`config.mk`:
```
export PLATFORM = sky130hd
export DESIGN_NAME = lfpd_ctrl
export DESIGN_NICKNAME = d
export VERILOG_FILES = /design/src/hdl/lfpd_pkg.sv /design/src/hdl/lfpd_ctrl.sv
export SDC_FILE = /design/constraint.sdc
export NUM_CORES = 1
export LEC_CHECK = 0
export BUFFER_PORTS_ARGS = -buffer_cell sky130_fd_sc_hd__buf_2
export CORE_AREA = 2 2 39 41
export CTS_BUF_LIST = sky130_fd_sc_hd__clkbuf_4 sky130_fd_sc_hd__clkbuf_8 sky130_fd_sc_hd__clkbuf_16
export DETAILED_ROUTE_END_ITERATION = 8
export DIE_AREA = 0 0 41 43
export GPL_TIMING_DRIVEN = 1
export MAX_ROUTING_LAYER = met4
export PLACE_DENSITY = 0.69
export SLEW_MARGIN = 40
export SYNTH_ARGS = -nofsm -noshare
export SYNTH_HDL_FRONTEND = slang
export SYNTH_SLANG_ARGS = --single-unit
```
`constraint.sdc`:
```
create_clock -name clk -period 1.7 [get_ports clk]
set_clock_uncertainty 0.05 [all_clocks]
set_input_delay 0 -clock clk [delete_from_list [all_inputs] [get_ports clk]]
set_output_delay 0 -clock clk [all_outputs]
set_load 0.005 [all_outputs]
```
`src/hdl/lfpd_pkg.sv`:
```
// Shared types and constants for the line-follow PD steering block.
// Used by lfpd_ctrl, lfpd_dp and line_follow_pd_steering_top; no dependencies.
`timescale 1ns / 1ps
`default_nettype none
package lfpd_pkg;

	localparam int OP_W = 2;
	localparam logic [OP_W-1:0] OP_TICK  = 2'd0;
	localparam logic [OP_W-1:0] OP_START = 2'd1;
	localparam logic [OP_W-1:0] OP_RESET = 2'd2;

	localparam int MODE_W = 3;
	localparam logic [MODE_W-1:0] MODE_IDLE   = 3'd0;
	localparam logic [MODE_W-1:0] MODE_FOLLOW = 3'd1;
	localparam logic [MODE_W-1:0] MODE_LEFT   = 3'd2;
	localparam logic [MODE_W-1:0] MODE_RIGHT  = 3'd3;
	localparam logic [MODE_W-1:0] MODE_STOP   = 3'd4;

	localparam logic [1:0] TURN_NONE  = 2'd0;
	localparam logic [1:0] TURN_POS90 = 2'd1;
	localparam logic [1:0] TURN_NEG90 = 2'd2;

	localparam logic [1:0] ROUTE_LEFT  = 2'd1;
	localparam logic [1:0] ROUTE_RIGHT = 2'd2;

	localparam int CFG_IDX_W = 3;
	localparam logic [CFG_IDX_W-1:0] CFG_PROP_GAIN   = 3'd0;
	localparam logic [CFG_IDX_W-1:0] CFG_DERIV_GAIN  = 3'd1;
	localparam logic [CFG_IDX_W-1:0] CFG_ALPHA       = 3'd2;
	localparam logic [CFG_IDX_W-1:0] CFG_STEER_LIMIT = 3'd3;
	localparam logic [CFG_IDX_W-1:0] CFG_HOLD_MS     = 3'd4;
	localparam logic [CFG_IDX_W-1:0] CFG_STOP_MS     = 3'd5;
	localparam logic [CFG_IDX_W-1:0] CFG_ROUTE_CMDS  = 3'd6;
	localparam logic [CFG_IDX_W-1:0] CFG_ROUTE_LEN   = 3'd7;

	localparam int DIV_STEPS = 16;
	localparam int CNT_W     = 4;
	localparam int NUM_W     = 58;

	localparam logic [20:0] USEC_PER_SEC = 21'd1000000;
	localparam logic [15:0] RECIP_FIVE   = 16'd52429;

	typedef struct packed {
		logic load;
		logic eval;
		logic fmul;
		logic fadd;
		logic mul1;
		logic mul2;
		logic sum;
		logic sat;
		logic div;
		logic fin;
		logic out_load;
	} lfpd_cmd_t;

	typedef struct packed {
		logic pd_go;
	} lfpd_sts_t;

endpackage
`default_nettype wire

```
`src/hdl/lfpd_ctrl.sv`:
```
// Controller state machine: sequences evaluation, filter, PD products and the divider.
// Depends on lfpd_pkg.
`timescale 1ns / 1ps
`default_nettype none
module lfpd_ctrl
	import lfpd_pkg::*;
(
	input  wire logic      clk,
	input  wire logic      arst_n,
	input  wire logic      s_tvalid,
	output logic           s_tready,
	output logic           m_tvalid,
	input  wire logic      m_tready,
	input  wire lfpd_sts_t sts,
	output lfpd_cmd_t      cmd
);

	localparam logic [3:0] S_IDLE = 4'd0;
	localparam logic [3:0] S_EVAL = 4'd1;
	localparam logic [3:0] S_FMUL = 4'd2;
	localparam logic [3:0] S_FADD = 4'd3;
	localparam logic [3:0] S_MUL1 = 4'd4;
	localparam logic [3:0] S_MUL2 = 4'd5;
	localparam logic [3:0] S_SUM  = 4'd6;
	localparam logic [3:0] S_SAT  = 4'd7;
	localparam logic [3:0] S_DIV  = 4'd8;
	localparam logic [3:0] S_FIN  = 4'd9;
	localparam logic [3:0] S_DONE = 4'd10;

	logic [3:0]       state_q, state_d;
	logic [CNT_W-1:0] cnt_q;
	logic             m_tvalid_q;
	logic             out_free;

	assign s_tready = (state_q == S_IDLE);
	assign m_tvalid = m_tvalid_q;
	assign out_free = !m_tvalid_q || m_tready;

	always_comb begin
		cmd = '0;
		state_d = state_q;
		case (state_q)
			S_IDLE: begin
				if (s_tvalid) begin
					cmd.load = 1'b1;
					state_d = S_EVAL;
				end
			end
			S_EVAL: begin
				cmd.eval = 1'b1;
				state_d = sts.pd_go ? S_FMUL : S_DONE;
			end
			S_FMUL: begin
				cmd.fmul = 1'b1;
				state_d = S_FADD;
			end
			S_FADD: begin
				cmd.fadd = 1'b1;
				state_d = S_MUL1;
			end
			S_MUL1: begin
				cmd.mul1 = 1'b1;
				state_d = S_MUL2;
			end
			S_MUL2: begin
				cmd.mul2 = 1'b1;
				state_d = S_SUM;
			end
			S_SUM: begin
				cmd.sum = 1'b1;
				state_d = S_SAT;
			end
			S_SAT: begin
				cmd.sat = 1'b1;
				state_d = S_DIV;
			end
			S_DIV: begin
				cmd.div = 1'b1;
				if (cnt_q == CNT_W'(DIV_STEPS - 1)) begin
					state_d = S_FIN;
				end
			end
			S_FIN: begin
				cmd.fin = 1'b1;
				state_d = S_DONE;
			end
			S_DONE: begin
				if (out_free) begin
					cmd.out_load = 1'b1;
					state_d = S_IDLE;
				end
			end
			default: begin
				state_d = S_IDLE;
			end
		endcase
	end

	always_ff @(posedge clk or negedge arst_n) begin
		if (!arst_n) begin
			state_q <= S_IDLE;
			cnt_q <= '0;
			m_tvalid_q <= 1'b0;
		end else begin
			state_q <= state_d;
			if (cmd.sat) begin
				cnt_q <= '0;
			end else if (cmd.div) begin
				cnt_q <= cnt_q + 1'b1;
			end
			if (cmd.out_load) begin
				m_tvalid_q <= 1'b1;
			end else if (m_tready) begin
				m_tvalid_q <= 1'b0;
			end
		end
	end

endmodule
`default_nettype wire

```
# == Word level (Yosys, flattened, before mapping) ==
# Index checks and enable logic that the tools add are counted.
# word_totals
output_inout_bits,13
inputBits,5
register_bits,9
wordCells,46
# classes
addsub,1
muxes,22
eq_ne,14
n_reduce_logical,6
# ops
operator,count
$pmux 4 s11,1
$mux 4,6
$eq 4x3->1 const B,4
$eq 4x4->1 const B,4
$mux 1,15
$eq 4x2->1 const B,2
$ne 2x2->1 const B,3
$add 4x1->4 const B,1
$eq 4x1->1 const B,1
$logic_not 4->1,1
$reduce_bool 2->1,2
$reduce_and 3->1,1
$logic_not 1->1,1
$logic_or 1x1->1,1

# == Depth between registers and ports, before layout ==
# depth
depth_word,5
ltp_mapped,5
mapped_depth_nobuf,4

# == Worst setup path after synthesis ==
# No wires, ideal clock.
# synth_timing
path_kind,reg-to-reg
start,register state_q[1]
end,register cnt_q[3]
n_path_buf,1
t_arrival_ps,1477
stages_incl_launch_ff,5
period_less_slack_ps,1604
slack_ps,96
path_cell_list,dfrtp_1 > buf_6 > or4b_4 > or3_1 > a21oi_1
# synth_via
elab_chain_len,3
elab_cells_between_ends,6
cone_classes,eq/ne: 2; mux: 3; reduce/logical: 1
# synth_lines
item,line,text
from (decl),lfpd_ctrl.sv:30,"logic [3:0] state_q, state_d;"
from (signal assigned),lfpd_ctrl.sv:105,state_q <= state_d;
$eq 4x3->1 or $eq 4x4->1 (tied branches),lfpd_ctrl.sv:42,case (state_q)
$mux 1,lfpd_ctrl.sv:42,
$mux 4 or $reduce_bool 2->1 (tied branches),--,
to (signal assigned),lfpd_ctrl.sv:109,cnt_q <= cnt_q + 1'b1;
to (decl),lfpd_ctrl.sv:31,logic [CNT_W-1:0] cnt_q;
# Several ways; a longest one is shown, not always the timed one.
# A chain may end at the register's enable or synchronous reset.

==> out/results.tsv <==
stage	metric	value	unit
synth	synthesis.instances	60	
setup_path	beginning_of_the_worst_register_to_register_path	state_q[0]$_DFFE_PN0P_	
place	dpl_cell_area	647	um2
synth	postSynthAreaPerCell	8.86	um2
hold_path	timing.hold.worst.start	m_tready	
setup_path	timing.critical_path.arrival	1.61	ns
floorplan	initial_utilization	0.384	
power_and_ir_drop	totalPowerFinal	1250	uW
hold_path	worstHoldEndpoint	m_tvalid$_DFFE_PN0P_	
grt	grt_pass1_wl	1850	um
synth	top_cells_by_area_in_the_synthesized_netlist	sky130_fd_sc_hd__dfrtp_1, sky130_fd_sc_hd__nor3_1, sky130_fd_sc_hd__nand2_1	
synth	asyncSetResetFlopFracSynth	1.00	
synth	synth_nets	66	
power_and_ir_drop	static-leakage-power	0.000371	uW
sta	slew-limit-headroom	0.773	
floorplan	fp.dieW	41	um
floorplan	die-height	43	um
clocking	cts_root_buf	sky130_fd_sc_hd__clkbuf_4	
place	place.gp.congestion	0.767	
floorplan	core-area	1380	um2
layout	syn_to_final_growth	37.2	%
sta	min_period_over_period	0.977	
clocking	htree_num_levels	1	
floorplan	io_pins	18	
route	drtPass1Iterations	4	
run	timing.max_cap.violations	0	
synth	synth_edf_count	0	
synth	synth_top_area_frac	0.424	
floorplan	core.rowCount	14	
grt	grt_antenna_before_repair	0	
route	detailroute.via_count	522	
synth	ys_dominant_reg_cell	sky130_fd_sc_hd__dfrtp_1	
synth	yosysMostFrequentCell	sky130_fd_sc_hd__dfrtp_1	
synth	netlist_top_cells_count	sky130_fd_sc_hd__dfrtp_1, sky130_fd_sc_hd__nand2_1, sky130_fd_sc_hd__nor2_1, sky130_fd_sc_hd__nor3_1	
route	detail_route.vias_per_cell	5.12	
hold_path	timing.hold.worst.class	primary input to flip-flop	
clocking	clkLatencyLatePin	0.26	ns
place	numPlacedInstances	94	
setup_path	critical_path_class	flip-flop to primary output	
layout	fin_nets	93	
setup_path	r2r_end	cnt_q[3]$_DFFE_PN0P_	
setup_path	crit_path_end_kind	primary output	
layout	instances_no_fill	102	
grt	grt_max_degree	11	
synth	ys_ff_latch	9	
layout	layout.cell_area.non_filler	729	um2
power_and_ir_drop	max-vdd-ir-drop	931	uV
power_and_ir_drop	pwr_density_cell	1710	nW/um2
layout	number_of_antenna_diodes	0	
clocking	tritoncts	built	
layout	layout.filler_cells	137	
grt	globalRouteTotalUtil	0.164	
hold_path	holdPathStages	3	
synth	synth_area_leader_cell	sky130_fd_sc_hd__dfrtp_1	
synth	part_of_the_yosys_area_used_for_sequential_elements	0.424	
layout	area.sequential	225	um2
layout	ratio_of_cells_with_drive_above_1_in_the_final_layout	0.372	
place	place.detailed.hpwl	857	um
setup_path	ff2ff_path_depth	3	
route	detail_route.drc_violations	0	
grt	global_route.overflow_total	0	
clocking	clk_pin_slew	0.06	ns
status	status	finished, final reports clean	
sta	layout_min_cycle_time	1.66	ns
route	final_antenna_net_count	0	
sta	finalMaxSlewViolations	0	
clocking	tritoncts.num_buffers	3	
setup_path	worst_ep_required_time	1.65	ns
clocking	cts_sinks	9	
sta	rsz0062_at_grt	true	
setup_path	reg_to_reg_setup_timing_slack	0.07	ns
sta	timing.fmax	602	MHz
route	detailedRoute.firstIterationViolations	2	
sta	timing_hold_violations_final	0	
synth	syn-cell-area	532	um2
route	wl	1160	um
layout	multi_input_area	282	um2
place	buffer_ports.inserted	17	
clocking	clockBufferDepth	2	
synth	synth_cell_types	27	
sta	fin_setup_tns	0	ns
floorplan	die_area	1760	um2
route	post_drt_wl_per_cell	11.4	um
sta	setup_viol	0	
sta	worst_slack	0.0397	ns
sta	tightest_slew	0.340	ns
setup_path	crit_path_max_fanout	4	
setup_path	start_kind	flip-flop	
grt	vias_in_the_first_global_route	447	
synth	count_of_warnings_emitted_by_yosys	0	
place	pre_cts_ws	0.0882	ns
cells by family after synthesis:
kind of cell,after synthesis,synth area share
adder cells (fa/ha/maj),1,0.0235
XOR/XNOR,2,0.0329
flip-flops,9,0.424
AND/OR/NAND/NOR,31,0.336
buffers and inverters,6,0.0588
AO/OA/AOI/OAI,11,0.125
worst max path at each step:
stage	slack, ns	depth (start not counted)	from	to
final	0.04	5	state_q[1]$_DFFE_PN0P_	cmd[10]
after global routing	-0.03	5	state_q[1]$_DFFE_PN0P_	cmd[10]
after CTS	0.007	5	state_q[0]$_DFFE_PN0P_	cmd[10]
after detailed placement	0.09	3	state_q[0]$_DFFE_PN0P_	cnt_q[3]$_DFFE_PN0P_
after global placement	0.14	3	state_q[0]$_DFFE_PN0P_	cnt_q[3]$_DFFE_PN0P_
after floorplan	0.1	4	state_q[1]$_DFFE_PN0P_	cnt_q[3]$_DFFE_PN0P_
layout by cell type, fill, tap and decap left out, types with 2 or more instances in the layout:
cell type	synthesis	layout
sky130_fd_sc_hd__nand2b_1	3	3
sky130_fd_sc_hd__buf_4	0	5
sky130_fd_sc_hd__clkbuf_4	0	4
sky130_fd_sc_hd__buf_2	1	16
sky130_fd_sc_hd__nor2_1	5	5
sky130_fd_sc_hd__a21oi_1	3	3
sky130_fd_sc_hd__nor3_1	4	4
sky130_fd_sc_hd__or3_1	3	3
sky130_fd_sc_hd__nand3_1	2	2
sky130_fd_sc_hd__dfrtp_1	9	9
sky130_fd_sc_hd__inv_1	3	2
sky130_fd_sc_hd__o21ai_0	3	3
sky130_fd_sc_hd__nor3b_1	2	2
sky130_fd_sc_hd__a2bb2oi_1	2	2
sky130_fd_sc_hd__nand2_1	5	5
sky130_fd_sc_hd__buf_6	1	3
flip-flops by register name, indices dropped and copies added, names as in the netlist:
name      flops
m_tvalid      1
state_q       4
cnt_q         4
metrics by stage:
step	hold slack, ns	utilization
final	0.0260	0.527
after global routing	0.0432	0.527
after CTS	0.0155	0.499
after detailed placement	-0.187	0.467
after global placement	-0.188	0.467
after floorplan	-0.346	-
where the power goes:
group | internal, uW | switching, uW | leakage, uW | total (uW)
combinational | 372 | 311 | 0.000237 | 683
sequential | 309 | 77.8 | 0.000116 | 387
clock | 106 | 72.2 | 0.0000184 | 178
critical path, stage by stage, from the launching register on:
cell                      delay (ns)
sky130_fd_sc_hd__dfrtp_1        0.40
sky130_fd_sc_hd__buf_6          0.13
sky130_fd_sc_hd__or4_4          0.53
sky130_fd_sc_hd__inv_2          0.07
sky130_fd_sc_hd__and2_4         0.13
sky130_fd_sc_hd__buf_6          0.08
layout make-up:
cell class / instances / area share
Timing Repair Buffer: 25 / 0.221
Clock buffer: 4 / 0.0412
Inverter: 3 / 0.0154
Tap cell: 16 / 0.0274
Sequential cell: 9 / 0.309
Multi-Input combinational cell: 45 / 0.386
per-layer routing:
metal / global-route usage / share of wire
met5: - / 0
met4: 0.140 / 0.032
met3: 0.0314 / 0.060
met2: 0.228 / 0.46
met1: 0.191 / 0.45
what timing repair did:
item,CTS,global route
endpoints found under the hold margin,9,0
gates resized for setup,1,5
pin swaps,0,2
endpoints found under the setup margin,1,1
setup buffers,0,3
hold buffers,1,0
Note: power is estimated with default switching activity, not from simulation.
